===== src/hw/rtl/trvm_pkg.sv =====
// trvm_pkg: shared types and constants for the tagged-register execute block
// no dependencies
package trvm_pkg;

  localparam int unsigned WordW = 16;
  localparam int unsigned FixW  = 13;
  localparam int unsigned AddrW = 14;
  localparam int unsigned RegW  = 4;
  localparam int unsigned CfgIdxW = 2;

  localparam logic [WordW-1:0] ImmBit  = 16'h8000;
  localparam logic [WordW-1:0] ValMask = 16'h7fff;
  localparam logic [WordW-1:0] EnumTag = 16'h8002;

  // host access codes
  localparam logic [1:0] OpExec  = 2'd0;
  localparam logic [1:0] OpHeapW = 2'd1;
  localparam logic [1:0] OpHeapR = 2'd2;
  localparam logic [1:0] OpRegW  = 2'd3;

  // config register indexes
  localparam logic [CfgIdxW-1:0] CfgTrue  = 2'd0;
  localparam logic [CfgIdxW-1:0] CfgFalse = 2'd1;
  localparam logic [CfgIdxW-1:0] CfgPair  = 2'd2;
  localparam logic [CfgIdxW-1:0] CfgFree  = 2'd3;

  // opcodes
  localparam logic [7:0] OcCall  = 8'd1;
  localparam logic [7:0] OcMov   = 8'd2;
  localparam logic [7:0] OcLdi   = 8'd3;
  localparam logic [7:0] OcEnter = 8'd4;
  localparam logic [7:0] OcRet   = 8'd5;
  localparam logic [7:0] OcLde   = 8'd6;
  localparam logic [7:0] OcEq    = 8'd7;
  localparam logic [7:0] OcArity = 8'd8;
  localparam logic [7:0] OcJeq   = 8'd9;
  localparam logic [7:0] OcEnum  = 8'd10;
  localparam logic [7:0] OcFix   = 8'd11;
  localparam logic [7:0] OcAdd   = 8'd12;
  localparam logic [7:0] OcMul   = 8'd13;
  localparam logic [7:0] OcSub   = 8'd14;
  localparam logic [7:0] OcDiv   = 8'd15;
  localparam logic [7:0] OcAnd   = 8'd16;
  localparam logic [7:0] OcJif   = 8'd17;
  localparam logic [7:0] OcCar   = 8'd18;
  localparam logic [7:0] OcCdr   = 8'd19;
  localparam logic [7:0] OcCons  = 8'd20;
  localparam logic [7:0] OcEmit  = 8'd21;
  localparam logic [7:0] OcOr    = 8'd22;
  localparam logic [7:0] OcXor   = 8'd23;

  typedef enum logic [2:0] {
    ActAdvance = 3'd0,
    ActJump    = 3'd1,
    ActApply   = 3'd2,
    ActBadOp   = 3'd3,
    ActArity   = 3'd4,
    ActDivZero = 3'd5,
    ActHeapFul = 3'd6
  } action_e;

  typedef enum logic [2:0] {
    StIdle,
    StExec,
    StDiv,
    StCons,
    StHeapRd,
    StOut
  } state_e;

  typedef struct packed {
    logic [1:0]       op;
    logic [7:0]       opcode;
    logic [7:0]       arg_a;
    logic [7:0]       arg_b;
    logic [AddrW-1:0] address;
    logic [RegW-1:0]  reg_index;
    logic [WordW-1:0] write_data;
    logic             emit_accepted;
  } in_item_t;

  typedef struct packed {
    logic [2:0]       action;
    logic [7:0]       ip_advance;
    logic [WordW-1:0] call_target;
    logic [7:0]       arg_count;
    logic [WordW-1:0] read_data;
    logic             emit_valid;
    logic [FixW-1:0]  emit_value;
  } out_item_t;

  // controller -> datapath
  typedef struct packed {
    logic latch;     // capture input item
    logic exec;      // run first step of instruction
    logic div_start;
    logic div_step;
    logic cons_step;
    logic heap_fin;  // finish heap-read instruction
  } cmd_t;

  // datapath -> controller
  typedef struct packed {
    logic need_div;
    logic need_cons;
    logic need_heap;
    logic div_done;
    logic cons_done;
  } stat_t;

  function automatic logic [FixW-1:0] fixval(input logic [WordW-1:0] w);
    logic [WordW-1:0] m;
    m = w & ValMask;
    return m[FixW+1:2];
  endfunction

  function automatic logic [WordW-1:0] mkfix(input logic [FixW-1:0] v);
    return {1'b1, v, 2'b00};
  endfunction

endpackage


===== src/hw/rtl/trvm_ctrl.sv =====
// trvm_ctrl: sequencing state machine of the execute block
// depends on trvm_pkg
module trvm_ctrl (
  input  logic             clk_i,
  input  logic             rst_ni,
  input  logic             in_valid_i,
  output logic             in_ready_o,
  output logic             out_valid_o,
  input  logic             out_ready_i,
  input  trvm_pkg::stat_t  stat_i,
  output trvm_pkg::cmd_t   cmd_o
);

  trvm_pkg::state_e state_q, state_d;

  always_ff @(posedge clk_i or negedge rst_ni) begin
    if (!rst_ni) begin
      state_q <= trvm_pkg::StIdle;
    end else begin
      state_q <= state_d;
    end
  end

  always_comb begin
    state_d = state_q;
    unique case (state_q)
      trvm_pkg::StIdle: begin
        if (in_valid_i) state_d = trvm_pkg::StExec;
      end
      trvm_pkg::StExec: begin
        if (stat_i.need_div) state_d = trvm_pkg::StDiv;
        else if (stat_i.need_cons) state_d = trvm_pkg::StCons;
        else if (stat_i.need_heap) state_d = trvm_pkg::StHeapRd;
        else state_d = trvm_pkg::StOut;
      end
      trvm_pkg::StDiv: begin
        if (stat_i.div_done) state_d = trvm_pkg::StOut;
      end
      trvm_pkg::StCons: begin
        if (stat_i.cons_done) state_d = trvm_pkg::StOut;
      end
      trvm_pkg::StHeapRd: state_d = trvm_pkg::StOut;
      trvm_pkg::StOut: begin
        if (out_ready_i) state_d = in_valid_i ? trvm_pkg::StExec : trvm_pkg::StIdle;
      end
      default: state_d = trvm_pkg::StIdle;
    endcase
  end

  always_comb begin
    cmd_o       = '0;
    in_ready_o  = 1'b0;
    out_valid_o = 1'b0;
    unique case (state_q)
      trvm_pkg::StIdle: begin
        in_ready_o   = 1'b1;
        cmd_o.latch  = in_valid_i;
      end
      trvm_pkg::StExec: begin
        cmd_o.exec      = 1'b1;
        cmd_o.div_start = stat_i.need_div;
      end
      trvm_pkg::StDiv:    cmd_o.div_step  = 1'b1;
      trvm_pkg::StCons:   cmd_o.cons_step = 1'b1;
      trvm_pkg::StHeapRd: cmd_o.heap_fin  = 1'b1;
      trvm_pkg::StOut: begin
        out_valid_o = 1'b1;
        in_ready_o  = out_ready_i;
        cmd_o.latch = out_ready_i && in_valid_i;
      end
      default: ;
    endcase
  end

endmodule


===== config.mk =====
export PLATFORM = sky130hd
export DESIGN_NAME = trvm_ctrl
export DESIGN_NICKNAME = d
export VERILOG_FILES = /design/src/hw/rtl/trvm_pkg.sv /design/src/hw/rtl/trvm_ctrl.sv
export SDC_FILE = /design/constraint.sdc
export NUM_CORES = 1
export LEC_CHECK = 0
export ABC_AREA = 1
export ABC_CLOCK_PERIOD_IN_PS = 1200
export CAP_MARGIN = 20
export CORE_AREA = 3 3 40 42
export DETAILED_ROUTE_END_ITERATION = 8
export DIE_AREA = 0 0 43 45
export DONT_BUFFER_PORTS = 1
export HOLD_SLACK_MARGIN = 0.1
export MAX_ROUTING_LAYER = met4
export PLACE_DENSITY = 0.36
export SYNTH_ARGS = -nofsm -noshare
export SYNTH_HDL_FRONTEND = slang
export SYNTH_SLANG_ARGS = --single-unit

===== constraint.sdc =====
create_clock -name clk_i -period 1.2 [get_ports clk_i]
set_clock_uncertainty 0.1 [all_clocks]
set_input_delay 0.3 -clock clk_i [delete_from_list [all_inputs] [get_ports clk_i]]
set_output_delay 0.3 -clock clk_i [all_outputs]
set_load 0.01 [all_outputs]

; ---- After elaboration in Yosys (flattened, before gate mapping)
; Cells that the tools add are included.
[totals]
ff_bits = 3
inputBits = 9
out_inout_bits = 8
wordCells = 29
[op_classes]
mux = 16
eq_ne = 9
n_reduce_logical = 3
[ops]
columns = op, n
row1 = 3-bit 2-to-1 mux, 6
row2 = 3-bit one-hot mux with 6 select lines, 1
row3 = 2-bit != test (second input constant), 4
row4 = 3-bit by 2-bit == test with 1-bit output (second input constant), 2
row5 = 3-bit == test (second input constant), 2
row6 = 1-bit 2-to-1 mux, 6
row7 = 1-bit one-hot mux with 2 select lines, 2
row8 = 4-bit AND reduction, 1
row9 = 3-bit by 1-bit == test with 1-bit output (second input constant), 1
row10 = 3-bit logical NOT, 1
row11 = 2-bit 2-to-1 mux, 1
row12 = 1-bit logical AND, 1

; ---- Depth between registers and ports, before layout
; Gate-level depths: netlist of the first run.
[depth]
ltp_word = 4
depth_mapped = 8
ltp_nobuf = 7

; ---- Worst setup path before layout of the first run
; No wires, ideal clock.
[synth_path]
path_type = reg2out
start = register state_q[1]
end = output cmd_o[3] in the netlist's numbering
setup_slack_ps = -192
stages_incl_launch_ff = 6
t_required_ps = 800
arrival_time_ps = 992
path_cell_list = dfrtp_1 -> inv_2 -> nand2_2 -> nor2_2 -> inv_1 -> nor2_1
[synth_lines]
columns = item, line
row1 = "start, declared", trvm_ctrl.sv:14  ; trvm_pkg::state_e state_q, state_d;
row2 = "start signal, assigned", trvm_ctrl.sv:18  ; state_q <= trvm_pkg::StIdle;
row3 = "start signal, assigned", trvm_ctrl.sv:20  ; state_q <= state_d;
row4 = "end, declared", trvm_ctrl.sv:11  ; output trvm_pkg::cmd_t cmd_o

==> flow_metrics.env, run 1 <==
export IMPL_outcome="finished with violations"
export IMPL_failed_checks="negative setup slack"
export IMPL_n_antenna_cell=0
export IMPL_synth_area_leaders="dfrtp_1 (25%), nand2_1 (19%), inv_1 (10%)"
export IMPL_tightest_slew_ns=0.1952
export IMPL_largest_reg_flops=3
export IMPL_die_x_um=43
export IMPL_via_per_inst=4.294
export IMPL_ant_nets=0
export IMPL_synth_edf_count=0
export IMPL_ff2ff_setup_slack_ns=-0.08
export IMPL_synth_compound_area_share_pct=9.167
export IMPL_drt_iter0_drc=1
export IMPL_vias=365
export IMPL_rows=13
export IMPL_grt_usage_pct=10.38
export IMPL_cts_buffers=3
export IMPL_cts_tree="done"
export IMPL_dr_pass1_iters=2
export IMPL_netlist_top_cells_count="nand2_1 (15), inv_1 (8), nor2_1 (5)"
export IMPL_arrival_ns=1.17
export IMPL_critical_path_class="reg2out"
export IMPL_root_buffer="clkbuf_4"
export IMPL_dp_hpwl_um=699.3
export IMPL_synth_nets=59
export IMPL_routed_wl_um=871
export IMPL_htree_levels=1
export IMPL_synthAdderAreaFrac_pct=0
export IMPL_chipHeight_um=45
export IMPL_start_util_pct=23.37
export IMPL_yosysUniqueCellTypes=17
export IMPL_critical_path_max_fanout=6
export IMPL_clkSinkCount=3
export IMPL_hold_violations=0
export IMPL_finalSetupViolCount=11
export IMPL_route_detailed_drc=0
export IMPL_areaGrowthSynthToFinish_pct=82.08
export IMPL_reg_top3="state_q: 3 flops"
export IMPL_min_period_ns=1.565
export IMPL_maxCapViolCount=0
export IMPL_ys_seq_area_share_pct=25.00
export IMPL_cp_required_ns=0.80
export IMPL_reg2reg_depth=7
export IMPL_endpoint_kind="output pin"
export IMPL_ys_ff_latch=3
export IMPL_grt_max_degree=7
export IMPL_grt_pass1_wl_um=1393
export IMPL_power_density_mw_per_mm2=2644
export IMPL_r2r_end="state_q[0]"
export IMPL_core_area_mm2=0.001285
export IMPL_antenna_found_initial=0
export IMPL_finalMaxSlewViolations=0
export IMPL_ys_warn_count=0
export IMPL_insertion_delay_ns=0.23
export IMPL_cp_start_kind="register"
export IMPL_drive_above_1_share_pct=57.14
export IMPL_wire_per_inst_um=10.25
export IMPL_yosysTopAreaCell="dfrtp_1"
export IMPL_regMostFlops="state_q"
export IMPL_synthFlopType="dfrtp_1"
export IMPL_dp_cells=79
export IMPL_grt_pass1_vias=355
export IMPL_syn_area_per_cell_um2=6.006
export IMPL_hold_path_class="in2reg"
export IMPL_cts_buffer_depth=2
export IMPL_gp_congestion=0.7178
export IMPL_final_cell_count_no_fill=85
export IMPL_hold_end="state_q[1]"
export IMPL_fmax_mhz=638.9
export IMPL_irDropWorstVdd_v=0.0008249
export IMPL_synth_top_area_share_pct=25.00
export IMPL_synth_top_family_by_area="simple AND/OR/NAND/NOR gates"
export IMPL_hold_start="stat_i[3]"
export IMPL_p_leak_nw=0.2827
export IMPL_dieArea_mm2=0.001935
export IMPL_nNetsFinal=80
export IMPL_rr_startpoint="state_q[0]"
export IMPL_setup_ws_ns=-0.3651
export IMPL_min_period_over_period_pct=130.4
export IMPL_synthArstFlopShare_pct=100.0
export IMPL_fin_setup_tns_ns=-2.519
export IMPL_syn_inst=50
export IMPL_yosys_area_share_xor_xnor_pct=0
export IMPL_overflow=0
export IMPL_rsz0062_at_grt="yes"
export IMPL_hold_path_depth=2
export IMPL_num_io_pins=17
export IMPL_synth_most_common_cell="nand2_1"
export IMPL_port_buffers=0
export IMPL_synth_area_mux_share_pct=0
export IMPL_path_clk_slew_ns=0.03
export IMPL_yosys_area_share_simple_pct=50.83
export IMPL_syn_area_um2=300.3
export IMPL_maxSlewHeadroom_pct=86.94
## metrics by stage
stage                     total power [W]  utilization [%]  worst slack [ns]  area, µm²  hold WS [ns]
after floorplan                 0.0007234                -           -0.1444      312.8      -0.09559
final                            0.001445            42.55           -0.3651      546.8        0.2064
after global placement           0.001087            33.98           -0.1419      436.7      -0.09552
after global routing             0.001602            42.55           -0.4425      546.8        0.2160
after CTS                        0.001384            40.21           -0.3481      516.7        0.1857
after detailed placement         0.001078            33.98           -0.1192      436.7      -0.09551
## worst max-delay path by stage
stage / depth (start not counted) / slack [ns] / start / to
floorplan: 5 / -0.14 / state_q[1] / cmd_o[5]
global placement: 8 / -0.14 / state_q[1] / state_q[0]
detailed placement: 8 / -0.12 / state_q[1] / state_q[2]
CTS: 5 / -0.35 / state_q[1] / cmd_o[5]
global route: 3 / -0.44 / state_q[0] / cmd_o[5]
finish: 3 / -0.37 / state_q[0] / cmd_o[5]
## report_power, final
part	internal (W)	total [W]	switching (W)	leakage (nW)
combinational	0.000508	0.00102	0.000513	0.233
sequential	0.000158	0.000247	0.0000892	0.0349
clock	0.000125	0.000178	0.0000530	0.0150
total	0.000790	0.00145	0.000655	0.283
## metal layers
| layer | GRT usage, % | vias up | part of all wire, % |
|---|---|---|---|
| met4 | 1.807 | 0 | 0 |
| met2 | 17.07 | 13 | 49 |
| met5 | - | - | 0 |
| met3 | 6.375 | 0 | 7.2 |
| met1 | 10.84 | 158 | 44 |
| li1 | - | 194 | - |
## area by class of cell
type,instances,area (µm²)
multi-input combinational,36,241.5
clock buffer,4,26.28
timing repair buffer,17,145.1
fill,144,738.2
tap,15,18.77
sequential,3,77.57
inverter,10,37.54
## critical path, cell delays in order, from the launching register on
cell and delay [ns]:
dfrtp_2 0.44, nor2_1 0.19, nand2_2 0.11, a21oi_4 0.19
## logic make-up (layout without fill, tap and decap cells)
| family | Yosys count | in the layout |
|---|---|---|
| compound gates | 5 | 5 |
| buf+inv | 11 | 31 |
| flops | 3 | 3 |
| simple gates | 31 | 31 |
## what timing repair did
action	in CTS	in global routing
hold buffers	1	0
endpoints found under the hold margin	3	0
setup buffers	1	1
gates resized for setup	9	9
pin swaps	2	3
endpoints found under the setup margin	11	11
## cell usage in the layout (no fill, tap or decap)
master         instances
nand4_1                1
clkbuf_1               1
nand3_2                2
nand2_2                3
a21oi_4                1
o21ai_0                1
dlygate4sd3_1          1
nand2_1               11
dfrtp_1                1
buf_6                  4
buf_4                 12
a21oi_1                2
clkbuf_4               3
nor3_2                 2
inv_2                  3
nor2_1                 3
nor2_4                 4
inv_1                  7
nor2_2                 2
nand2_4                2
o211ai_1               1
nand3_1                1
dfrtp_2                2
Power figures use the tool's default switching activity.
==> inputs of run 2 (changes only) <==
--- a/config.mk
+++ b/config.mk
@@ -15,6 +15,7 @@
 export HOLD_SLACK_MARGIN = 0.1
 export MAX_ROUTING_LAYER = met4
 export PLACE_DENSITY = 0.36
+export SETUP_SLACK_MARGIN = 0.1
 export SYNTH_ARGS = -nofsm -noshare
 export SYNTH_HDL_FRONTEND = slang
 export SYNTH_SLANG_ARGS = --single-unit
==> run 2 against run 1 <==
  * The flow still finishes with violations (negative setup slack)
  * Critical path depth stayed put
  * Non-clock buffer count grew 4
  * Die area is the same
  * Clock-buffer cell count did not move
  * Combinational power rose by 14%
  * Register-to-register slack got worse by 0.03 ns
  * Global-route usage increased by 0.20 points
  * Critical path type unchanged
  * Largest cell class unchanged
  * Largest power group unchanged
==> flow_metrics.env, run 2 (synthesis gave the netlist of run 1 again) <==
export IMPL_power_density_mw_per_mm2=2626
export IMPL_regMostFlops="state_q"
export IMPL_root_buffer="clkbuf_4"
export IMPL_path_clk_slew_ns=0.04
export IMPL_finalMaxSlewViolations=0
export IMPL_largest_reg_flops=3
export IMPL_routed_top_layer="met4"
export IMPL_crit_chain="buf_4, nor3_1, buf_4"
export IMPL_via_per_inst=4.270
export IMPL_endpoint_kind="output pin"
export IMPL_routed_wl_um=883
export IMPL_internal_power_w=0.0008810
export IMPL_irDropWorstVdd_v=0.001242
export IMPL_finalSetupViolCount=11
export IMPL_chipHeight_um=45
export IMPL_cts_buffers=3
export IMPL_antenna_found_initial=0
export IMPL_pwr_share_seq_pct=16.8
export IMPL_gp_congestion=0.7073
export IMPL_reg_top3="state_q: 3 flops"
export IMPL_outcome="finished with violations"
export IMPL_cts_buffer_depth=2
export IMPL_cp_slowest_cell="dfrtp_2"
export IMPL_start_util_pct=23.37
export IMPL_switching_share_pct=44.94
export IMPL_grt_max_degree=9
export IMPL_vias=380
export IMPL_grt_usage_pct=10.58
export IMPL_route_met3_wl_um=40
export IMPL_cp_common_cell="buf_4"
export IMPL_die_x_um=43
export IMPL_insertion_delay_ns=0.23
export IMPL_utilization_pct=47.42
export IMPL_nNetsFinal=84
export IMPL_n_antenna_cell=0
export IMPL_dieArea_mm2=0.001935
export IMPL_core_area_mm2=0.001285
export IMPL_wl_met2_um=435
export IMPL_hold_path_class="in2reg"
export IMPL_layout_commonest_cell="buf_4"
export IMPL_cp_start_kind="register"
export IMPL_tightest_slew_ns=0.2073
export IMPL_r2r_end="state_q[0]"
export IMPL_cp_top_family="flip-flops"
export IMPL_p_leak_nw=0.3229
export IMPL_wire_per_inst_um=9.921
export IMPL_cp_required_ns=0.80
export IMPL_grt_pass1_wl_um=1455
export IMPL_critical_path_max_fanout=6
export IMPL_reg2reg_depth=8
export IMPL_dpl_cell_area_um2=419.2
export IMPL_power_switching_w=0.0007191
export IMPL_hold_end="state_q[0]"
export IMPL_dr_pass1_iters=4
export IMPL_overflow=0
export IMPL_fmax_mhz=638.9
export IMPL_port_buffers=0
export IMPL_rr_startpoint="state_q[2]"
export IMPL_ant_nets=0
export IMPL_critical_path_class="reg2out"
export IMPL_p_clk_share_pct=11.0
export IMPL_final_cell_mix="buf_4 (14), nand2_1 (10), inv_1 (7)"
export IMPL_combPwrFrac_pct=72.2
export IMPL_min_period_ns=1.565
export IMPL_num_io_pins=17
export IMPL_clkSinkCount=3
export IMPL_rows=13
export IMPL_arrival_ns=1.17
export IMPL_rsz0062_at_grt="yes"
export IMPL_htree_levels=1
export IMPL_hold_start="in_valid_i"
export IMPL_min_period_over_period_pct=130.4
export IMPL_drive_above_1_share_pct=63.51
export IMPL_areaGrowthSynthToFinish_pct=102.9
export IMPL_maxSlewHeadroom_pct=86.18
export IMPL_grt_pass1_vias=341
export IMPL_failed_checks="negative setup slack"
export IMPL_cts_tree="done"
export IMPL_hold_path_depth=4
export IMPL_ff2ff_setup_slack_ns=-0.11
export IMPL_setup_ws_ns=-0.3652
export IMPL_route_detailed_drc=0
export IMPL_drt_iter0_drc=2
export IMPL_wl_met1_um=398
export IMPL_hold_violations=0
export IMPL_path_buf_inv=2
export IMPL_max_stage_delay_ns=0.45
export IMPL_maxCapViolCount=0
export IMPL_finalInstanceArea_um2=609.3
export IMPL_dp_hpwl_um=677.6
run 2: changes by cell type in the layout (fill, tap and decap cells not counted), moves of 2 or more:
cell	change
buf_4	+2
nand2_4	+2
buf_6	+2
nor3_2	-2
run 2: tightest hold or removal path, cell delays in order:
cell and delay, ns:
nand2_4 0.03, nand3_2 0.04, nand2_1 0.04, nand2_1 0.05
run 2: per-stage QoR:
| stage | TNS [ns] | instances | setup slack (ns) | hold slack, ns | power [W] |
|---|---|---|---|---|---|
| after floorplan | -0.3311 | 50 | -0.1335 | -0.09559 | 0.0007596 |
| after global placement | -1.034 | 76 | -0.1683 | -0.09552 | 0.001042 |
| after detailed placement | -0.9235 | 76 | -0.1559 | -0.09550 | 0.001027 |
| after CTS | -2.665 | 83 | -0.3645 | 0.1665 | 0.001362 |
| after global routing | -3.470 | 89 | -0.4195 | 0.1758 | 0.001745 |
| final | -2.751 | 89 | -0.3652 | 0.1639 | 0.001600 |
run 2: power groups by stage:
stage	logic, W	clock network, W	registers [W]
global placement	0.000781	0	0.000261
finish	0.00116	0.000176	0.000269
detailed placement	0.000768	0	0.000259
CTS	0.000918	0.000182	0.000262
global route	0.00126	0.000203	0.000279
floorplan	0.000552	0	0.000208
run 2: timing repair:
| action | 4_1_cts | 5_1_grt |
|---|---|---|
| setup endpoints to repair | 11 | 11 |
| buffers inserted | 2 | 6 |
| hold buffers | 1 | 0 |
| resized for setup | 12 | 14 |
| hold endpoints to repair | 3 | 0 |
| pin swaps | 5 | 10 |
run 2: area by class of cell:
type                            count  area [µm²]
Clock buffer                        4       26.28
Fill cell                         130       675.6
Inverter                           10       40.04
Multi-Input combinational cell     36       262.8
Sequential cell                     3       78.83
Tap cell                           15       18.77
Timing Repair Buffer               21       182.7
run 2: worst max-delay path by stage:
stage	start	end	slack [ns]	cells after the start
3_3_place_gp	state_q[1]	cmd_o[3]	-0.17	5
2_1_floorplan	state_q[1]	cmd_o[5]	-0.13	5
6_report	state_q[0]	cmd_o[2]	-0.37	3
3_5_place_dp	state_q[0]	cmd_o[5]	-0.16	4
4_1_cts	state_q[1]	cmd_o[5]	-0.36	5
5_1_grt	state_q[1]	cmd_o[5]	-0.42	5
run 2: per-layer routing:
metal,global-route usage [%],vias to the layer above
li1,-,201
met1,12.86,164
met2,14.97,13
met3,3.187,2
met4,7.229,0
met5,-,-
==> inputs of run 3 (changes only) <==
--- a/config.mk
+++ b/config.mk
@@ -6,15 +6,14 @@
 export NUM_CORES = 1
 export LEC_CHECK = 0
 export ABC_AREA = 1
-export ABC_CLOCK_PERIOD_IN_PS = 1200
-export CAP_MARGIN = 20
+export ABC_CLOCK_PERIOD_IN_PS = 1800
 export CORE_AREA = 3 3 40 42
 export DETAILED_ROUTE_END_ITERATION = 8
 export DIE_AREA = 0 0 43 45
 export DONT_BUFFER_PORTS = 1
 export HOLD_SLACK_MARGIN = 0.1
 export MAX_ROUTING_LAYER = met4
-export PLACE_DENSITY = 0.36
+export PLACE_DENSITY = 0.37
 export SETUP_SLACK_MARGIN = 0.1
 export SYNTH_ARGS = -nofsm -noshare
 export SYNTH_HDL_FRONTEND = slang
==> constraint.sdc (replaced) <==
create_clock -name clk_i -period 1.8 [get_ports clk_i]
set_clock_uncertainty 0.1 [all_clocks]
set_input_delay 0.45 -clock clk_i [delete_from_list [all_inputs] [get_ports clk_i]]
set_output_delay 0.45 -clock clk_i [all_outputs]
set_load 0.01 [all_outputs]
==> run 3 against run 2 <==
  * The run now ends clean
  * Sequential power shrank 44%
  * Global-route usage down 1.9 points
  * Wire length down 6.7%
  * Worst hold slack better by 0.17 ns
  * Combinational power shrank 56%
  * First-iteration DRC count increased by 100%
  * Register-to-register slack better by 0.49 ns
  * Non-clock buffer count shrank 14
  * Die area unchanged
  * Final cell count decreased by 16%
  * Sequential share of layout area is 5.3 points higher
  * Critical path depth rose by 2
==> flow_metrics.env, run 3 (synthesis gave the netlist of run 1 again) <==
export IMPL_via_per_inst=4.587
export IMPL_rsz0062_at_grt="yes"
export IMPL_critical_path_max_fanout=3
export IMPL_cp_slowest_cell="dfrtp_2"
export IMPL_final_cell_mix="nand2_1 (14), inv_1 (8), buf_4 (6)"
export IMPL_finalSetupViolCount=0
export IMPL_max_stage_delay_ns=0.42
export IMPL_root_buffer="clkbuf_4"
export IMPL_grt_usage_pct=8.684
export IMPL_routed_wl_um=824
export IMPL_finalInstanceArea_um2=425.4
export IMPL_hold_end="state_q[2]"
export IMPL_min_period_ns=1.720
export IMPL_dr_pass1_iters=3
export IMPL_overflow=0
export IMPL_hold_worst_slack_ns=0.3329
export IMPL_num_io_pins=17
export IMPL_dieArea_mm2=0.001935
export IMPL_areaGrowthSynthToFinish_pct=41.67
export IMPL_hold_path_class="in2reg"
export IMPL_core_area_mm2=0.001285
export IMPL_n_antenna_cell=0
export IMPL_cp_required_ns=1.25
export IMPL_endpoint_kind="output pin"
export IMPL_critical_path_class="reg2out"
export IMPL_tightest_slew_ns=0.3712
export IMPL_crit_chain="inv_2, nand2_4, nor2_4, nand2_2, a21oi_4"
export IMPL_die_x_um=43
export IMPL_n_fill_cell=143
export IMPL_reg_top3="state_q: 3 flops"
export IMPL_nNetsFinal=70
export IMPL_dpl_cell_area_um2=334.1
export IMPL_port_buffers=0
export IMPL_htree_levels=1
export IMPL_arrival_ns=1.17
export IMPL_chipHeight_um=45
export IMPL_grt_max_degree=7
export IMPL_maxSlewHeadroom_pct=75.06
export IMPL_insertion_delay_ns=0.23
export IMPL_path_buf_inv=1
export IMPL_irDropWorstVdd_v=0.0005975
export IMPL_cts_tree="done"
export IMPL_cts_buffer_depth=2
export IMPL_outcome="finished, final reports clean"
export IMPL_rows=13
export IMPL_cp_start_kind="register"
export IMPL_antenna_found_initial=0
export IMPL_cp_top_family="flip-flops"
export IMPL_layout_commonest_cell="nand2_1"
export IMPL_vias=344
export IMPL_wire_per_inst_um=10.99
export IMPL_cts_buffers=3
export IMPL_multi_input_area_um2=210.2
export IMPL_fin_setup_tns_ns=0
export IMPL_drt_iter0_drc=4
export IMPL_min_period_over_period_pct=95.58
export IMPL_clkSinkCount=3
export IMPL_hold_violations=0
export IMPL_largest_reg_flops=3
export IMPL_fmax_mhz=581.2
export IMPL_hold_path_depth=3
export IMPL_grt_pass1_wl_um=1228
export IMPL_p_leak_nw=0.2205
export IMPL_drive_above_1_share_pct=40.00
export IMPL_r2r_end="state_q[0]"
export IMPL_maxCapViolCount=0
export IMPL_ff2ff_setup_slack_ns=0.38
export IMPL_path_clk_slew_ns=0.04
export IMPL_grt_pass1_vias=316
export IMPL_regMostFlops="state_q"
export IMPL_finalMaxSlewViolations=0
export IMPL_gp_congestion=0.6672
export IMPL_start_util_pct=23.37
export IMPL_route_detailed_drc=0
export IMPL_reg2reg_depth=8
export IMPL_dp_hpwl_um=623.1
export IMPL_rr_startpoint="state_q[1]"
export IMPL_power_density_mw_per_mm2=1836
export IMPL_ant_nets=0
export IMPL_hold_start="out_ready_i"
export IMPL_regArea_um2=77.57
run 3: power by group:
part / total (W) / switching [W] / internal [W]
clock network: 0.000117 / 0.0000340 / 0.0000830
logic: 0.000513 / 0.000312 / 0.000201
registers: 0.000151 / 0.0000462 / 0.000105
run 3: worst max-delay path by stage:
stage	from	to	slack [ns]	cells past startpoint
global placement	state_q[1]	cmd_o[5]	0.19	5
global route	state_q[0]	cmd_o[5]	0.03	3
detailed placement	state_q[1]	cmd_o[5]	0.18	5
floorplan	state_q[1]	cmd_o[3]	0.26	5
CTS	state_q[1]	cmd_o[5]	0.006	5
finish	state_q[1]	cmd_o[5]	0.08	5
run 3: routing by layer:
metal / share of wire [%] / vias to the layer above / track usage, %
met5: 0 / - / -
met4: 1.9 / 0 / 5.422
met3: 6.3 / 2 / 1.195
met2: 49 / 11 / 15.57
met1: 43 / 158 / 8.981
li1: - / 173 / -
run 3: repair_timing:
item	in CTS	in global routing
endpoints found under the hold margin	3	0
hold buffers	1	0
setup buffers	2	1
endpoints found under the setup margin	3	6
resized for setup	5	4
pin swaps	3	3
run 3: final cells by class:
| type | instances | share of cell area (%) |
|---|---|---|
| Clock buffer | 4 | 6.176 |
| Inverter | 10 | 8.824 |
| Multi-Input combinational cell | 36 | 49.41 |
| Sequential cell | 3 | 18.24 |
| Tap cell | 15 | 4.412 |
| Timing Repair Buffer | 7 | 12.94 |
run 3: stage by stage:
stage | utilization, % | total power (W) | setup WS (ns) | cells
2_1_floorplan | - | 0.0004604 | 0.2576 | 50
3_3_place_gp | 26.00 | 0.0005673 | 0.1868 | 67
3_5_place_dp | 26.00 | 0.0005575 | 0.1807 | 67
4_1_cts | 31.65 | 0.0007440 | 0.006205 | 74
5_1_grt | 33.11 | 0.0008463 | 0.02641 | 75
6_report | 33.11 | 0.0007811 | 0.07955 | 75
run 3: worst min-delay path: stages:
cell and delay [ns]:
inv_1 0.02, nand4_1 0.10, nand2_1 0.06
